==> config.mk <==
export PLATFORM = sky130hd
export DESIGN_NAME = airspeed_pi_throttle_flat
export DESIGN_NICKNAME = d
export VERILOG_FILES = /design/src/rtl/core/aspt_pkg.sv /design/src/rtl/core/aspt_if.sv /design/src/rtl/core/aspt_digit_mul.sv /design/src/rtl/core/airspeed_pi_throttle.sv /design/src/flat_wrapper.sv
export SDC_FILE = /design/constraint.sdc
export NUM_CORES = 1
export LEC_CHECK = 0
export BUFFER_PORTS_ARGS = -buffer_cell sky130_fd_sc_hd__buf_2
export CELL_PAD_IN_SITES_DETAIL_PLACEMENT = 0
export CELL_PAD_IN_SITES_GLOBAL_PLACEMENT = 1
export CORE_MARGIN = 1.5
export CORE_UTILIZATION = 49
export DETAILED_ROUTE_END_ITERATION = 7
export GPL_TIMING_DRIVEN = 0
export PLACE_DENSITY = 0.92
export SLEW_MARGIN = 20
export SYNTH_ARGS = -nofsm -noshare
export SYNTH_HDL_FRONTEND = slang
export SYNTH_HIERARCHICAL = 1
export SYNTH_SLANG_ARGS = --single-unit
==> constraint.sdc <==
create_clock -name i_clk -period 9.8 [get_ports i_clk]
set_clock_uncertainty 0.05 [all_clocks]
set_input_delay 0.98 -clock i_clk [delete_from_list [all_inputs] [get_ports i_clk]]
set_output_delay 0.98 -clock i_clk [all_outputs]
set_load 0.05 [all_outputs]
==> src/rtl/core/aspt_pkg.sv <==
package aspt_pkg;

    // Field widths
    localparam int MEAS_W   = 16;
    localparam int GAIN_W   = 16;
    localparam int CRUISE_W = 17;
    localparam int CMD_W    = 14;
    localparam int INTEG_W  = 18;

    // Configuration port
    localparam int CFG_IDX_W  = 3;
    localparam int CFG_DATA_W = 17;

    // Output full scale in counts
    localparam int OUTPUT_FULL_SCALE = 9600;

    // Serial multiplier: 2-bit digits of a 16-bit multiplier
    localparam int DIGIT_W   = 2;
    localparam int MUL_STEPS = GAIN_W / DIGIT_W;
    localparam int CNT_W     = $clog2(MUL_STEPS);
    localparam int ACC_W     = 18;
    localparam int SUM_W     = ACC_W + DIGIT_W;

    // Register reset values
    localparam logic [MEAS_W-1:0]   TARGET_RST  = 16'd3840;
    localparam logic [GAIN_W-1:0]   GAIN_RST    = 16'd0;
    localparam logic [CRUISE_W-1:0] CRUISE_RST  = 17'd45875;
    localparam logic [CMD_W-1:0]    CMD_MIN_RST = 14'd0;
    localparam logic [CMD_W-1:0]    CMD_MAX_RST = 14'd9600;

    // Register indexes
    typedef enum logic [CFG_IDX_W-1:0] {
        CFG_TARGET  = 3'd0,
        CFG_KP      = 3'd1,
        CFG_KI      = 3'd2,
        CFG_CRUISE  = 3'd3,
        CFG_CMD_MIN = 3'd4,
        CFG_CMD_MAX = 3'd5
    } t_cfg_idx;

    // Sequencer states
    typedef enum logic [4:0] {
        S_IDLE  = 5'b00001,
        S_MUL1  = 5'b00010,
        S_INTEG = 5'b00100,
        S_MUL2  = 5'b01000,
        S_DONE  = 5'b10000
    } t_state;

    // Control of one serial multiplier
    typedef struct packed {
        logic load;
        logic step;
    } t_mul_ctrl;

endpackage

==> src/rtl/core/aspt_if.sv <==
interface aspt_in_if import aspt_pkg::*; ();
    logic              valid;
    logic              ready;
    logic [MEAS_W-1:0] airspeed_measured;

    modport source (output valid, output airspeed_measured, input ready);
    modport sink   (input valid, input airspeed_measured, output ready);
endinterface

interface aspt_out_if import aspt_pkg::*; ();
    logic             valid;
    logic             ready;
    logic [CMD_W-1:0] throttle_out;

    modport source (output valid, output throttle_out, input ready);
    modport sink   (input valid, input throttle_out, output ready);
endinterface

==> src/rtl/core/aspt_digit_mul.sv <==
// Radix-4 shift-add multiplier. Each step adds the lowest multiplier digit times
// the multiplicand to the high accumulator and shifts it right by one digit, so
// after all steps the accumulator holds floor(mcand * mplier / 2^16).
module aspt_digit_mul import aspt_pkg::*; (
    input  logic                    i_clk,
    input  t_mul_ctrl               i_ctrl,
    input  logic signed [ACC_W-1:0] i_mcand,
    input  logic [GAIN_W-1:0]       i_mplier,
    output logic signed [ACC_W-1:0] o_hi
);

    logic signed [ACC_W-1:0] r_mcand;
    logic [GAIN_W-1:0]       r_mplier;
    logic signed [ACC_W-1:0] r_hi;
    logic signed [SUM_W-1:0] mc_ext;
    logic signed [SUM_W-1:0] partial;
    logic signed [SUM_W-1:0] sum;

    // Digit times multiplicand, then add to the sign-extended accumulator
    always_comb begin
        mc_ext = SUM_W'(r_mcand);
        unique case (r_mplier[DIGIT_W-1:0])
            2'd0:    partial = '0;
            2'd1:    partial = mc_ext;
            2'd2:    partial = mc_ext <<< 1;
            default: partial = mc_ext + (mc_ext <<< 1);
        endcase
        sum = SUM_W'(r_hi) + partial;
    end

    // Load or step; the shifted-out low bits are never needed
    always_ff @(posedge i_clk) begin
        if (i_ctrl.load) begin
            r_mcand  <= i_mcand;
            r_mplier <= i_mplier;
            r_hi     <= '0;
        end else if (i_ctrl.step) begin
            r_mplier <= r_mplier >> DIGIT_W;
            r_hi     <= sum[SUM_W-1:DIGIT_W];
        end
    end

    assign o_hi = r_hi;

endmodule

==> src/rtl/core/airspeed_pi_throttle.sv <==
// Channel      Direction  Payload              Handshake
// i_meas       in         airspeed_measured    valid / ready
// o_cmd        out        throttle_out         valid / ready
// i_cfg_*      in         index, data          write enable only
//
// A transaction is accepted in the idle state and its command is loaded into the output
// register in the finish state. In between come 8 radix-4 steps for the proportional and
// integral products, an integral update state, 8 steps for the feedforward product and
// the finish state. A new transaction is taken only after the finish state is left, so
// the two digit-serial multipliers, one of them shared, set how often one can start.
// Reset clears the integral, the sequencer and the output valid flag, and loads
// the register defaults. A stalled output holds the finished command in the
// finish state; the next measurement is taken while a result waits in o_cmd.
module airspeed_pi_throttle import aspt_pkg::*; (
    input  logic                  i_clk,
    input  logic                  i_rst_n,
    input  logic                  i_cfg_we,
    input  logic [CFG_IDX_W-1:0]  i_cfg_idx,
    input  logic [CFG_DATA_W-1:0] i_cfg_data,
    aspt_in_if.sink               i_meas,
    aspt_out_if.source            o_cmd
);

    localparam logic [GAIN_W-1:0] FULL_SCALE_MUL = GAIN_W'(OUTPUT_FULL_SCALE);
    localparam logic [CNT_W-1:0]  LAST_STEP      = CNT_W'(MUL_STEPS - 1);

    // Configuration registers
    logic [MEAS_W-1:0]   r_target;
    logic [GAIN_W-1:0]   r_kp;
    logic [GAIN_W-1:0]   r_ki;
    logic [CRUISE_W-1:0] r_cruise;
    logic [CMD_W-1:0]    r_cmd_min;
    logic [CMD_W-1:0]    r_cmd_max;

    // Control and state
    t_state                    r_state, n_state;
    logic [CNT_W-1:0]          r_cnt, n_cnt;
    logic signed [INTEG_W-1:0] r_integ;
    logic                      r_out_valid;
    logic [CMD_W-1:0]          r_out_data;

    // Datapath
    logic                      in_fire;
    logic                      done_fire;
    logic signed [ACC_W-1:0]   err;
    t_mul_ctrl                 a_ctrl, b_ctrl;
    logic signed [ACC_W-1:0]   a_mcand;
    logic [GAIN_W-1:0]         a_mplier;
    logic signed [ACC_W-1:0]   a_hi, b_hi;
    logic [CRUISE_W-1:0]       cruise_sat;
    logic signed [INTEG_W:0]   integ_sum, integ_lo, integ_hi, integ_clamped;
    logic signed [INTEG_W:0]   ff_sum;
    logic [CMD_W-1:0]          ff_sat;
    logic signed [INTEG_W:0]   cmd_sum;
    logic [CMD_W-1:0]          cmd;

    // Configuration writes; unknown indexes are dropped
    always_ff @(posedge i_clk) begin
        if (!i_rst_n) begin
            r_target  <= TARGET_RST;
            r_kp      <= GAIN_RST;
            r_ki      <= GAIN_RST;
            r_cruise  <= CRUISE_RST;
            r_cmd_min <= CMD_MIN_RST;
            r_cmd_max <= CMD_MAX_RST;
        end else if (i_cfg_we) begin
            unique case (t_cfg_idx'(i_cfg_idx))
                CFG_TARGET:  r_target  <= i_cfg_data[MEAS_W-1:0];
                CFG_KP:      r_kp      <= i_cfg_data[GAIN_W-1:0];
                CFG_KI:      r_ki      <= i_cfg_data[GAIN_W-1:0];
                CFG_CRUISE:  r_cruise  <= i_cfg_data[CRUISE_W-1:0];
                CFG_CMD_MIN: r_cmd_min <= i_cfg_data[CMD_W-1:0];
                CFG_CMD_MAX: r_cmd_max <= i_cfg_data[CMD_W-1:0];
                default: begin
                end
            endcase
        end
    end

    assign i_meas.ready = (r_state == S_IDLE);
    assign in_fire      = i_meas.valid && i_meas.ready;
    assign done_fire    = (r_state == S_DONE) && (!r_out_valid || o_cmd.ready);

    // Speed error, target minus measured
    assign err = $signed({2'b00, r_target}) - $signed({2'b00, i_meas.airspeed_measured});

    // Integral update with clamp; cruise above one counts as one
    always_comb begin
        cruise_sat    = r_cruise[CRUISE_W-1] ? {1'b1, {(CRUISE_W-1){1'b0}}} : r_cruise;
        integ_sum     = (INTEG_W+1)'(r_integ) + (INTEG_W+1)'(a_hi);
        integ_lo      = -$signed({2'b00, cruise_sat});
        integ_hi      = $signed({2'b01, {(CRUISE_W-1){1'b0}}}) - $signed({2'b00, cruise_sat});
        priority if (integ_sum < integ_lo) begin
            integ_clamped = integ_lo;
        end else if (integ_sum > integ_hi) begin
            integ_clamped = integ_hi;
        end else begin
            integ_clamped = integ_sum;
        end
        ff_sum = integ_clamped + $signed({2'b00, cruise_sat});
    end

    // Multiplier A: integral product, then the feedforward product
    always_comb begin
        a_ctrl.load = in_fire || (r_state == S_INTEG);
        a_ctrl.step = (r_state == S_MUL1) || (r_state == S_MUL2);
        b_ctrl.load = in_fire;
        b_ctrl.step = (r_state == S_MUL1);
        if (r_state == S_INTEG) begin
            a_mcand  = $signed({1'b0, ff_sum[CRUISE_W-1:0]});
            a_mplier = FULL_SCALE_MUL;
        end else begin
            a_mcand  = err;
            a_mplier = r_ki;
        end
    end

    aspt_digit_mul u_mul_a (
        .i_clk    (i_clk),
        .i_ctrl   (a_ctrl),
        .i_mcand  (a_mcand),
        .i_mplier (a_mplier),
        .o_hi     (a_hi)
    );

    // Multiplier B: proportional product, held until the finish
    aspt_digit_mul u_mul_b (
        .i_clk    (i_clk),
        .i_ctrl   (b_ctrl),
        .i_mcand  (err),
        .i_mplier (r_kp),
        .o_hi     (b_hi)
    );

    // Feedforward limit, proportional sum and command limits
    always_comb begin
        priority if (a_hi < 0) begin
            ff_sat = '0;
        end else if (a_hi > $signed(ACC_W'(OUTPUT_FULL_SCALE))) begin
            ff_sat = CMD_W'(OUTPUT_FULL_SCALE);
        end else begin
            ff_sat = a_hi[CMD_W-1:0];
        end
        cmd_sum = $signed({{(INTEG_W+1-CMD_W){1'b0}}, ff_sat}) + (INTEG_W+1)'(b_hi);
        priority if (cmd_sum > $signed({{(INTEG_W+1-CMD_W){1'b0}}, r_cmd_max})) begin
            cmd = r_cmd_max;
        end else if (cmd_sum < $signed({{(INTEG_W+1-CMD_W){1'b0}}, r_cmd_min})) begin
            cmd = r_cmd_min;
        end else begin
            cmd = cmd_sum[CMD_W-1:0];
        end
    end

    // Sequencer
    always_comb begin
        n_state = r_state;
        n_cnt   = r_cnt;
        unique case (r_state)
            S_IDLE: begin
                n_cnt = '0;
                if (in_fire) begin
                    n_state = S_MUL1;
                end
            end
            S_MUL1: begin
                n_cnt = r_cnt + 1'b1;
                if (r_cnt == LAST_STEP) begin
                    n_state = S_INTEG;
                end
            end
            S_INTEG: begin
                n_cnt   = '0;
                n_state = S_MUL2;
            end
            S_MUL2: begin
                n_cnt = r_cnt + 1'b1;
                if (r_cnt == LAST_STEP) begin
                    n_state = S_DONE;
                end
            end
            S_DONE: begin
                if (done_fire) begin
                    n_state = S_IDLE;
                end
            end
            default: begin
                n_state = S_IDLE;
                n_cnt   = '0;
            end
        endcase
    end

    always_ff @(posedge i_clk) begin
        if (!i_rst_n) begin
            r_state <= S_IDLE;
            r_cnt   <= '0;
            r_integ <= '0;
        end else begin
            r_state <= n_state;
            r_cnt   <= n_cnt;
            if (r_state == S_INTEG) begin
                r_integ <= integ_clamped[INTEG_W-1:0];
            end
        end
    end

    // Output register; a finished command waits here for its transaction
    always_ff @(posedge i_clk) begin
        if (!i_rst_n) begin
            r_out_valid <= 1'b0;
        end else if (done_fire) begin
            r_out_valid <= 1'b1;
        end else if (o_cmd.ready) begin
            r_out_valid <= 1'b0;
        end
    end

    always_ff @(posedge i_clk) begin
        if (done_fire) begin
            r_out_data <= cmd;
        end
    end

    assign o_cmd.valid        = r_out_valid;
    assign o_cmd.throttle_out = r_out_data;

endmodule
==> src/flat_wrapper.sv <==
// flat-port wrapper written by rule: the top's interface ports become plain ports
module airspeed_pi_throttle_flat import aspt_pkg::*;
  (i_clk, i_rst_n, i_cfg_we, i_cfg_idx, i_cfg_data, i_meas_valid, i_meas_airspeed_measured, i_meas_ready, o_cmd_valid, o_cmd_throttle_out, o_cmd_ready);
  aspt_in_if i_meas_i ();
  aspt_out_if o_cmd_i ();
  input  logic i_clk;
  input  logic i_rst_n;
  input  logic i_cfg_we;
  input  logic [CFG_IDX_W-1:0] i_cfg_idx;
  input  logic [CFG_DATA_W-1:0] i_cfg_data;
  input wire logic [$bits(i_meas_i.valid)-1:0] i_meas_valid;
  input wire logic [$bits(i_meas_i.airspeed_measured)-1:0] i_meas_airspeed_measured;
  output wire logic [$bits(i_meas_i.ready)-1:0] i_meas_ready;
  output wire logic [$bits(o_cmd_i.valid)-1:0] o_cmd_valid;
  output wire logic [$bits(o_cmd_i.throttle_out)-1:0] o_cmd_throttle_out;
  input wire logic [$bits(o_cmd_i.ready)-1:0] o_cmd_ready;
  assign i_meas_i.valid = i_meas_valid;
  assign i_meas_i.airspeed_measured = i_meas_airspeed_measured;
  assign i_meas_ready = i_meas_i.ready;
  assign o_cmd_valid = o_cmd_i.valid;
  assign o_cmd_throttle_out = o_cmd_i.throttle_out;
  assign o_cmd_i.ready = o_cmd_ready;
  airspeed_pi_throttle u_core (.i_clk(i_clk), .i_rst_n(i_rst_n), .i_cfg_we(i_cfg_we), .i_cfg_idx(i_cfg_idx), .i_cfg_data(i_cfg_data), .i_meas(i_meas_i), .o_cmd(o_cmd_i));
endmodule
* Word level (Yosys, flattened, before mapping)
Index checks and enable logic that the tools add are counted.
** Word-level totals
- Register bits after elaboration :: 237
- Bits of input ports :: 41
- Output and inout port bits :: 16
- Logic and storage cells :: 97
** Cells by class
- Add/subtract/negate cells :: 11
- $lt $le $gt $ge :: 6
- Equality and inequality tests :: 19
- Multiplexer cells :: 23
- Reduce and logical (&&, ||, !) cells :: 20
** Operators with widths (count)
- 20-bit one-hot mux with 3 select lines :: 2
- 16-bit two-way mux :: 5
- 14-bit two-way mux :: 4
- 18-bit by 20-bit adder with 20-bit output :: 2
- 18-bit two-way mux :: 2
- 17-bit two-way mux :: 2
- 5-bit one-hot mux with 5 select lines :: 1
- 18-bit by 19-bit adder with 20-bit output :: 1
- 5-bit two-way mux :: 4
- 15-bit by 18-bit adder with 19-bit output :: 1
- 17-bit by 18-bit adder with 19-bit output :: 1
- 18-bit by 18-bit adder with 19-bit output :: 1
- 19-bit by 15-bit greater-than comparator with 1-bit output :: 1
- 19-bit by 18-bit greater-than comparator with 1-bit output :: 1
- 19-bit by 15-bit less-than comparator with 1-bit output :: 1
- 19-bit less-than comparator :: 1
- 17-bit negator with 19-bit output :: 1
- 18-bit by 15-bit greater-than comparator with 1-bit output, second input constant :: 1
- 18-bit by 1-bit less-than comparator with 1-bit output, second input constant :: 1
- 17-bit by 17-bit subtractor with 18-bit output, first input constant :: 1
- 17-bit adder :: 1
- 16-bit by 16-bit subtractor with 17-bit output :: 1
- 2-bit AND reduction :: 6
- 3-bit == test, second input constant :: 3
- other kinds (22) :: 34

* Longest topological paths before layout
Gate-level depths: netlist of the first run.
- Depth after elaboration :: 7
- Depth in mapped cells :: 35
- Mapped depth without buffers :: 33

* Hierarchy
Netlist of the first run, hierarchy kept.
** Modules (own cells, without submodules)
- airspeed_pi_throttle :: times used 1, cells an instance 1327, area each 10481.3 um^2, seq. area each 2822.7 um^2
- aspt_digit_mul (u_core.u_mul_b) :: times used 1, cells an instance 368, area each 3808.7 um^2, seq. area each 1381.3 um^2
- aspt_digit_mul (u_core.u_mul_a) :: times used 1, cells an instance 376, area each 3717.3 um^2, seq. area each 1381.3 um^2

* Least setup slack after synthesis of the first run
OpenSTA, ideal clock, no wires.
- Path kind :: register -> register
- Start point :: reg u_core.u_mul_a.r_hi[1] (netlist: u_core/u_mul_a/o_hi[1])
- End point :: reg u_core.u_mul_a.r_mcand[16], data pin
- Library setup time :: 254 ps
- Data arrival time :: 6480 ps
- Data required time :: 9496 ps
- Path slack :: 3016 ps
- Stages on the path, launching flop included :: 35
- Buffers on the path :: 1
- Period minus slack after synthesis :: 6784 ps
- Cell sequence :: dfxtp_1 ha_1 a21o_1 a21oi_1 nor2b_1 o21a_1 o41a_1 a21o_1 a21oi_1 xnor2_1 ha_1 nand3_1 or3_1 o211a_1 a221oi_2 a32oi_1 nand3_1 nand3_2 nand2_4 buf_6 mux2i_2 ha_1 inv_1 fa_1 inv_1 a21oi_1 o21bai_1 a21o_1 a31o_2 a41oi_1 a211o_1 o21a_1 o21ai_0 xnor2_1 a21o_1
** On the way
- Cells in the longest elaborated chain, start to end :: 6
- Elaborated cells on any way between the ends :: 7
- Classes of those cells :: 2 x add/sub; 2 x order compare; 3 x mux
** Ends and longest elaborated chain
- start: declaration :: RTL line aspt_digit_mul.sv:14 : logic signed [ACC_W-1:0] r_hi;
- start signal: assignment :: RTL line aspt_digit_mul.sv:39 : r_hi <= sum[SUM_W-1:DIGIT_W];
- 18-bit by 18-bit adder with 19-bit output (*) :: RTL line airspeed_pi_throttle.sv:90 : integ_sum = (INTEG_W+1)'(r_integ) + (INTEG_W+1)'(a_hi);
- 19-bit by 18-bit greater-than comparator with 1-bit output :: RTL line airspeed_pi_throttle.sv:95 : end else if (integ_sum > integ_hi) begin
- 18-bit two-way mux :: RTL line airspeed_pi_throttle.sv:95
- 18-bit two-way mux (*) :: RTL line airspeed_pi_throttle.sv:93 : priority if (integ_sum < integ_lo) begin
- via u_core.integ_clamped[0] :: RTL line airspeed_pi_throttle.sv:51 : logic signed [INTEG_W:0] integ_sum, integ_lo, integ_hi, integ_clamped;
- 17-bit adder (*) :: RTL line airspeed_pi_throttle.sv:100 : ff_sum = integ_clamped + $signed({2'b00, cruise_sat});
- 17-bit two-way mux (*) :: RTL line airspeed_pi_throttle.sv:109 : if (r_state == S_INTEG) begin
- via u_core.a_mcand[16] :: RTL line airspeed_pi_throttle.sv:47 : logic signed [ACC_W-1:0] a_mcand;
- end signal: assignment :: RTL line aspt_digit_mul.sv:34 : r_mcand <= i_mcand;
- end: declaration :: RTL line aspt_digit_mul.sv:12 : logic signed [ACC_W-1:0] r_mcand;
The timed path passes the listed nets; every way through them passes the cells marked *.
A chain may end at the register's enable or synchronous reset.

* Final worst setup path of the first run
- Start point :: reg u_core.u_mul_a.r_hi[1] (netlist: u_core/u_mul_a/o_hi[1])
- End point :: reg u_core.u_mul_a.r_mcand[15], data pin
The elaborated chain is that of the path after synthesis.

==> results of run 1 <==
[path summary, 6_finish.rpt]
path / slack (ns) / end / from
setup / recovery: 1.68 / u_core/u_mul_a/r_mcand[15]$_DFFE_PP_ / u_core/u_mul_a/o_hi[1]$_SDFFE_PP0P_
hold / removal: 0.41 / u_core/r_kp[14]$_SDFFE_PN0P_ / u_core/r_kp[14]$_SDFFE_PN0P_
hold reg to reg: 0.41 / u_core/r_kp[14]$_SDFFE_PN0P_ / u_core/r_kp[14]$_SDFFE_PN0P_
setup reg to reg: 1.68 / u_core/u_mul_a/r_mcand[15]$_DFFE_PP_ / u_core/u_mul_a/o_hi[1]$_SDFFE_PP0P_
[worst max-delay path, delay by kind of cell (launching register included)]
kind	cells	cell delay, ns
AO/OA/AOI/OAI	20	4.66
XOR/XNOR	1	0.16
adder cells (fa/ha/maj)	3	0.93
buffers and inverters	1	0.08
flip-flops	1	0.48
multiplexers	2	0.63
AND/OR/NAND/NOR	5	0.81
[cell families after synthesis]
family	count (synthesis)	synth area share [%]
compound gates	547	21.38
xor+xnor	108	5.253
fa+ha+maj	193	13.66
buf+inv	186	4.037
flops	238	31.02
mux	109	6.483
other cells	1	0.02082
simple gates	689	18.15
[stage by stage]
step	total power, mW	worst slack [ns]
2_1_floorplan	2.698	3.016
3_3_place_gp	3.136	1.921
3_5_place_dp	3.176	1.903
4_1_cts	4.273	1.854
5_1_grt	4.531	1.217
6_report	4.281	1.683
[where the power goes]
part | switching (mW) | leakage [nW] | total (mW) | internal, mW
combinational | 1.14 | 5.92 | 1.95 | 0.810
sequential | 0.0979 | 2.04 | 1.25 | 1.15
clock | 0.431 | 0.456 | 1.08 | 0.651
[state kept, by name, summed over array words and instances, names as in the netlist, 16 cells and up]
signal                   count
u_core/r_cruise             17
u_core/r_integ              18
u_core/r_ki                 16
u_core/r_kp                 16
u_core/r_target             16
u_core/u_mul_a/o_hi         18
u_core/u_mul_a/r_mcand      18
u_core/u_mul_a/r_mplier     16
u_core/u_mul_b/o_hi         18
u_core/u_mul_b/r_mcand      18
u_core/u_mul_b/r_mplier     16
[cell type report]
cell class,count,area share [%]
inverter,115,2.177
tap,468,2.954
buffer,71,1.489
clock inverter,21,1.496
clock buffer,27,3.301
multi-input combinational,1648,59.02
sequential,238,28.17
timing repair buffer,55,1.388
[placed cells by master, fill, tap and decap left out, drive strengths merged, types with 82 or more instances in the layout]
master,count
dfxtp,156
nor2,129
ha,187
nand2,293
o21ai,99
a21oi,110
clkbuf,84
edfxtp,82
inv,118
a21boi,86
[per-layer routing]
layer,track usage (%),vias to the layer above,share of wire [%]
met3,2.186,92,4.6
met1,35.74,7428,45
li1,-,7600,-
met2,44.70,418,46
met5,0,-,0
met4,11.17,0,4.2
==> impl_metrics.toml, run 1 <==
[worst_hold_path]
hold_depth = 2
hp-class = "register to register"

[logic_synthesis]
yosysWarnings = 6
synth_ff_type = "dfxtp_1"
synth_area_leader_cell = "dfxtp_1"
synth.yosys.seq_area_share_pct = 31.02
synth_common_cells = "292 x nand2_1, 187 x ha_1, 156 x dfxtp_1, 129 x nor2_1, 114 x inv_1"
ys_ff_latch = 238
synth_edf_count = 82
syn_area_per_cell_um2 = 8.695
yosys.cell_count.top_type = "nand2_1"
synth_top_area_share_pct = 17.34
synth.distinct_cells = 94
ys_top_cells_by_area = "dfxtp_1 17%, edfxtp_1 14%, ha_1 13%"
synth_cells = 2071
synthesis.area_um2 = 18010
async_flop_share_pct = 0

[critical_path]
r2r_cells = 32
arrival_ns = 8.33
crit_slowest_cell = "o41ai_1"
worstPathRequired_ns = 10.01
crit_top_cell = "a21oi_1"
crit_path_start_kind = "register"
critPathKind = "register to register"
max_stage_delay_ns = 0.52
critPathCaptureType = "register"
worstPathMaxFanout = 9

[detailed_routing]
vias_per_cell = 5.879
wire_per_inst_um = 19.43
first_pass_iters = 6
drc = 0
ant_nets = 0
drtIter0Drc = 1250
wl_um = 51360
via_count = 15540

[floorplan]
fp-row-count = 70
start_util_pct = 49.42
core_um2 = 36430
dieHeight_um = 194.7
boundaryPins = 57
dieArea_um2 = 37910
die_w_um = 194.7

[clock_tree]
cts_made_buffers = 26
cts_max_path_buffers = 3
post_cts_buffers = 0
htree_levels = 1
insertion_delay_ns = 0.57
root_buffer = "clkbuf_16"
ctsHoldBuffers = 0
post_cts_resize_count = 0
cts.sinks = 238
clkTransAtPathRegs_ns = 0.06
cts_tree = "built"

[timing]
worst_pin_slew_ns = 0.9203
min_period_ns = 8.117
setup_tns_ns = 0
rsz0062_at_grt = "false"
maxSlewViolCount = 0
finalSetupViolCount = 0
finalHoldViolCount = 0
fin_crit_sh_pct = 82.83
max_freq_ghz = 0.1232
max-slew-margin-rel_pct = 38.58
fin_hold_ws_ns = 0.4104

[global_route]
grt_pass1_wl_um = 80140
grt_max_degree = 22
overflow = 0
grt_pass1_vias = 14710
grt_usage_pct = 26.79
antenna_found_initial = 0

[run_status]
status = "completed"

[cells_and_area]
drive_gt1_share_pct = 9.471
nFillCells = 3380
final_nets = 2389
final_cell_area_um2 = 19830
multi_input_area_um2 = 11700
fin_cells = 2643
antennaDiodeCount = 0
regArea_um2 = 5585
area_delta_synth_final_pct = 10.10
fin_util_pct = 54.41

[placement]
portBuffers = 55
post-dp-hpwl_um = 40510
dpl-instance-area_um2 = 18870
gp_congestion = 0.9967
dp_cells = 2595

[pwr]
power_density_nw_per_um2 = 215.9
vdd_drop_max_mv = 0.1537
leakagePower_nw = 8.414

[run]
cap_violations = 0
(Power assumes the default switching activity.)
==> inputs of run 2 (changes only) <==
- CORE_UTILIZATION: 49 -> 45
- PLACE_DENSITY: 0.92 -> 0.89
- clock period: 9.8 -> 7.1 ns (I/O delays scaled with it)
==> run 2 against run 1 <==
Compared with the run above:
- the flow now finishes with violations (setup timing)
- utilization decreased by 3.0 points
- non-clock buffer count increased by 34
- final cell count increased by 3.5%
- register-to-register slack got worse by 1.7 ns
- via count increased by 0.86%
- critical endpoint unchanged
- highest routed layer unchanged
==> impl_metrics.toml, run 2 (synthesis results as in run 1) <==
[cells_and_area]
fin_util_pct = 51.37
layout_commonest_cell = "nand2_1"
fin_cells = 2736
nFillCells = 3697
regArea_um2 = 5598
multi_input_area_um2 = 11960
antennaDiodeCount = 0
final_nets = 2424
area_delta_synth_final_pct = 13.09
layout_common_cells = "292 x nand2_1, 182 x ha_1, 152 x dfxtp_1"
drive_gt1_share_pct = 12.53

[global_route]
top_usage_layer = "met2"
grt_use_met1_pct = 33.80
met2_usage_pct = 40.59
grt_usage_pct = 25.00
met3_usage_pct = 2.311
grt_pass1_wl_um = 80980
grt_pass1_vias = 14760
overflow = 0
antenna_found_initial = 0
grt_max_degree = 22

[critical_path]
startpoint = "u_core/u_mul_a/o_hi[1]$_SDFFE_PP0P_"
crit_path_start_kind = "register"
crit_slowest_cell = "or4_4"
arrival_ns = 7.38
critPathKind = "register to register"
critPathCaptureType = "register"
worstPathRequired_ns = 7.32
crit_top_cell = "a21o_1"
r2r_start = "u_core/u_mul_a/o_hi[1]$_SDFFE_PP0P_"
worstPathMaxFanout = 5
max_stage_delay_ns = 0.57

[run]
cap_violations = 0

[clock_tree]
clkTransAtPathRegs_ns = 0.06
cts_tree = "built"
cts.sinks = 238
htree_levels = 1
insertion_delay_ns = 0.57
cts_made_buffers = 27
root_buffer = "clkbuf_16"
ctsHoldBuffers = 0
cts_max_path_buffers = 3

[pwr]
pwr-share-comb_pct = 48.1
vdd_drop_max_mv = 0.2067
power_density_nw_per_um2 = 296.1
leakagePower_nw = 8.662
p_int_mw = 3.644
sw_frac_of_total_pct = 39.56
p_seq_share_pct = 28.6
power_switching_mw = 2.386
clkPwrFrac_pct = 23.3

[timing]
max-slew-margin-rel_pct = 43.00
finalHoldViolCount = 0
worst_pin_slew_ns = 0.8541
setup_slack_ns = -0.06268
finalSetupViolCount = 2
fin_crit_sh_pct = 100.9
min_period_ns = 7.163
max_freq_ghz = 0.1396
maxSlewViolCount = 0
rsz0062_at_grt = "true"

[run_status]
status = "finished with violations"
violations = "setup timing"

[worst_hold_path]
hp-class = "input port to register"
hold_path_startpoint = "i_cfg_data[16]"

[detailed_routing]
wire_per_inst_um = 19.29
via_count = 15670
first_pass_iters = 5
ant_nets = 0
vias_per_cell = 5.728
wl_um = 52770
drtIter0Drc = 1133
drc = 0

[placement]
post-dp-hpwl_um = 40560
portBuffers = 55
gp_congestion = 0.9476
dp_cells = 2652

[floorplan]
dieHeight_um = 203.0
start_util_pct = 45.43
fp-row-count = 73
die_w_um = 203.0
dieArea_um2 = 41230
core_um2 = 39640
boundaryPins = 57
[run 2: area by class of cell]
class,instances,area share (%)
repair buffers,89,2.605
clock inverters,16,0.7496
multi-input cells,1648,58.73
clock buffers,34,3.594
well taps,525,3.226
flip-flops and latches,238,27.49
plain buffers,71,1.487
inverters,115,2.120
[run 2: final timing paths]
check	to	slack (ns)	cells after the start
min reg2reg	u_core/r_kp[9]$_SDFFE_PN0P_	0.41	2
max	u_core/u_mul_a/r_mcand[15]$_DFFE_PP_	-0.06	31
min	u_core/r_cruise[16]$_SDFFE_PN0P_	0.37	3
max reg2reg	u_core/u_mul_a/r_mcand[15]$_DFFE_PP_	-0.06	31
[run 2: power by group through the flow]
stage | sequential, mW | combinational [mW] | clock (mW)
floorplan | 1.70 | 2.03 | 0
global placement | 1.74 | 2.58 | 0
detailed placement | 1.75 | 2.64 | 0
CTS | 1.72 | 2.79 | 1.42
global route | 1.74 | 3.15 | 1.47
finish | 1.72 | 2.90 | 1.40
[run 2: worst max-delay path: cells and delay by family (launching register included)]
| kind | cells | cell delay [ns] |
|---|---|---|
| compound gates | 19 | 3.86 |
| xor+xnor | 1 | 0.09 |
| simple gates | 5 | 1.07 |
| buf+inv | 1 | 0.10 |
| mux | 2 | 0.51 |
| fa+ha+maj | 3 | 0.84 |
| flops | 1 | 0.36 |
[run 2: per-stage QoR]
step                power [mW]  area (um2)  setup TNS (ns)  hold slack (ns)  setup WS (ns)
finish                   6.030       20360        -0.08321           0.3688       -0.06268
global route             6.363       20360         -0.6736           0.3789        -0.2248
CTS                      5.936       20200      -0.0007683           0.3563     -0.0007683
detailed placement       4.392       18950          -4.712           0.4033        -0.9933
global placement         4.328       18940          -3.315           0.3967        -0.8139
floorplan                3.724       18010               0           0.3883         0.3163
[run 2: what timing repair did]
item,4_1_cts,5_1_grt
gates resized for setup,39,21
setup buffers,24,10
endpoints found under the setup margin,10,20
pin swaps,30,30
[run 2: routing by layer]
metal  share of wire [%]  routed length (um)
met1                  45               23670
met2                  45               23800
met3                 5.6                2930
met4                 4.5                2373
met5                   0                   0
==> inputs of run 3 (changes only) <==
- PLACE_DENSITY: 0.89 -> not set
- PLACE_DENSITY_LB_ADDON: not set -> 0.1
==> run 3 against run 2 <==
Compared with the run above:
- the flow still finishes with violations (setup timing)
- sequential power about the same
- sequential share of layout area decreased by 0.57 points
- first-iteration DRC count decreased by 13%
- routed wire length increased by 4.3%
- via count decreased by 0.87%
- register-to-register slack improved by 0.05 ns
- die area unchanged
- non-clock buffer count increased by 17
- maximum frequency increased by 0.71%
- sequential cell count unchanged
- largest cell class unchanged
- highest routed layer unchanged
==> impl_metrics.toml, run 3 (synthesis results as in run 1) <==
[detailed_routing]
wire_per_inst_um = 19.96
vias_per_cell = 5.635
first_pass_iters = 7
ant_nets = 0
via_count = 15540
drc = 0
drtIter0Drc = 986
wl_um = 55020

[clock_tree]
cts_tree = "built"
cts_made_buffers = 29
root_buffer = "clkbuf_16"
cts_max_path_buffers = 3
cts.sinks = 238
clkTransAtPathRegs_ns = 0.06
insertion_delay_ns = 0.58
ctsHoldBuffers = 0
htree_levels = 1

[floorplan]
start_util_pct = 45.43
fp-row-count = 73
boundaryPins = 57
dieArea_um2 = 41230
die_w_um = 203.0
dieHeight_um = 203.0
core_um2 = 39640

[timing]
maxSlewViolCount = 0
worst_pin_slew_ns = 1.043
fin_hold_ws_ns = 0.3339
setup_slack_ns = -0.01221
rsz0062_at_grt = "true"
max-slew-margin-rel_pct = 30.36
min_period_ns = 7.112
finalSetupViolCount = 1
finalHoldViolCount = 0
fin_crit_sh_pct = 100.2
max_freq_ghz = 0.1406

[cells_and_area]
final_nets = 2443
layout_common_cells = "292 x nand2_1, 181 x ha_1, 152 x dfxtp_1"
area_delta_synth_final_pct = 15.45
drive_gt1_share_pct = 13.80
layout_commonest_cell = "nand2_1"
final_cell_area_um2 = 20790
nFillCells = 3819
fin_util_pct = 52.45
regArea_um2 = 5595
antennaDiodeCount = 0
multi_input_area_um2 = 12090

[global_route]
antenna_found_initial = 0
overflow = 0
grt_max_degree = 22
grt_pass1_wl_um = 84790
grt_pass1_vias = 14890
grt_usage_pct = 26.41

[critical_path]
crit_buf_inv = 19
crit_top_cell = "buf_4"
crit_slowest_cell = "o41a_1"
max_stage_delay_ns = 0.39
crit_path_start_kind = "register"
critPathKind = "register to register"
worstPathMaxFanout = 3
worstPathRequired_ns = 7.38
r2r_slack_ns = -0.01
cpLargestDelayFamily = "compound AO/OA/AOI/OAI gates"
startpoint = "u_core/u_mul_a/o_hi[1]$_SDFFE_PP0P_"
r2r_start = "u_core/u_mul_a/o_hi[1]$_SDFFE_PP0P_"
arrival_ns = 7.39
critPathCaptureType = "register"

[placement]
gp_congestion = 0.8974
post-dp-hpwl_um = 41970
dpl-instance-area_um2 = 18940
portBuffers = 55
dp_slack_ns = -1.006

[worst_hold_path]
hold_path_startpoint = "i_cfg_data[16]"
hp-class = "input port to register"

[run]
cap_violations = 0

[run_status]
status = "finished with violations"
violations = "setup timing"

[pwr]
power_density_nw_per_um2 = 305.6
vdd_drop_max_mv = 0.1772
leakagePower_nw = 8.825
total_power_mw = 6.354
run 3: cell types whose count changed in the layout (fill, tap and decap cells not counted), moves of 3 or more:
cell and delta:
buf_12 +3, buf_4 +12, buf_6 +3, bufinv_16 +3
clkinv_4 +3, ha_4 +3
run 3: power by group:
group,total [mW],internal [mW],switching [mW]
combinational,3.04,1.33,1.71
sequential,1.73,1.59,0.137
clock,1.59,0.947,0.639
run 3: path summary, 6_finish.rpt:
kind / endpoint / cells after the start
setup reg to reg: u_core/u_mul_a/r_mcand[16]$_DFFE_PP_ / 40
hold reg to reg: u_core/r_kp[14]$_SDFFE_PN0P_ / 2
setup / recovery: u_core/u_mul_a/r_mcand[16]$_DFFE_PP_ / 40
hold / removal: u_core/r_cruise[16]$_SDFFE_PN0P_ / 3
run 3: per-layer routing:
layer  vias up  wire length, um  track usage [%]
li1       7717                -                -
met1      7428            26660            37.29
met2       313            24540            42.91
met3        78             2208            2.151
met4         0             1619            7.937
met5         -                0                0
run 3: timing repair:
item	CTS	global route
setup buffers	40	12
setup endpoints to repair	10	22
pin swaps	31	47
resized for setup	45	36
run 3: cell type report:
cell class / instances / share of cell area, %
Sequential cell: 238 / 26.91
Clock inverter: 22 / 1.300
Multi-Input combinational cell: 1648 / 58.14
Clock buffer: 32 / 3.593
Timing Repair Buffer: 106 / 3.340
Buffer: 71 / 1.481
Tap cell: 525 / 3.160
Inverter: 115 / 2.076
run 3: through the flow:
step	instances	setup TNS [ns]
2_1_floorplan	2072	0
3_5_place_dp	2652	-5.254
5_1_grt	2757	-0.7415
3_3_place_gp	2652	-4.907
6_report	2757	-0.01221
4_1_cts	2746	-0.004344
run 3: worst register-to-register path: cells and delay by family (launching register included):
| kind | cells | cell delay (ns) |
|---|---|---|
| flip-flops | 1 | 0.35 |
| buffers and inverters | 19 | 2.37 |
| AO/OA/AOI/OAI | 13 | 2.72 |
| adder cells (fa/ha/maj) | 2 | 0.51 |
| XOR/XNOR | 3 | 0.43 |
| AND/OR/NAND/NOR | 3 | 0.44 |
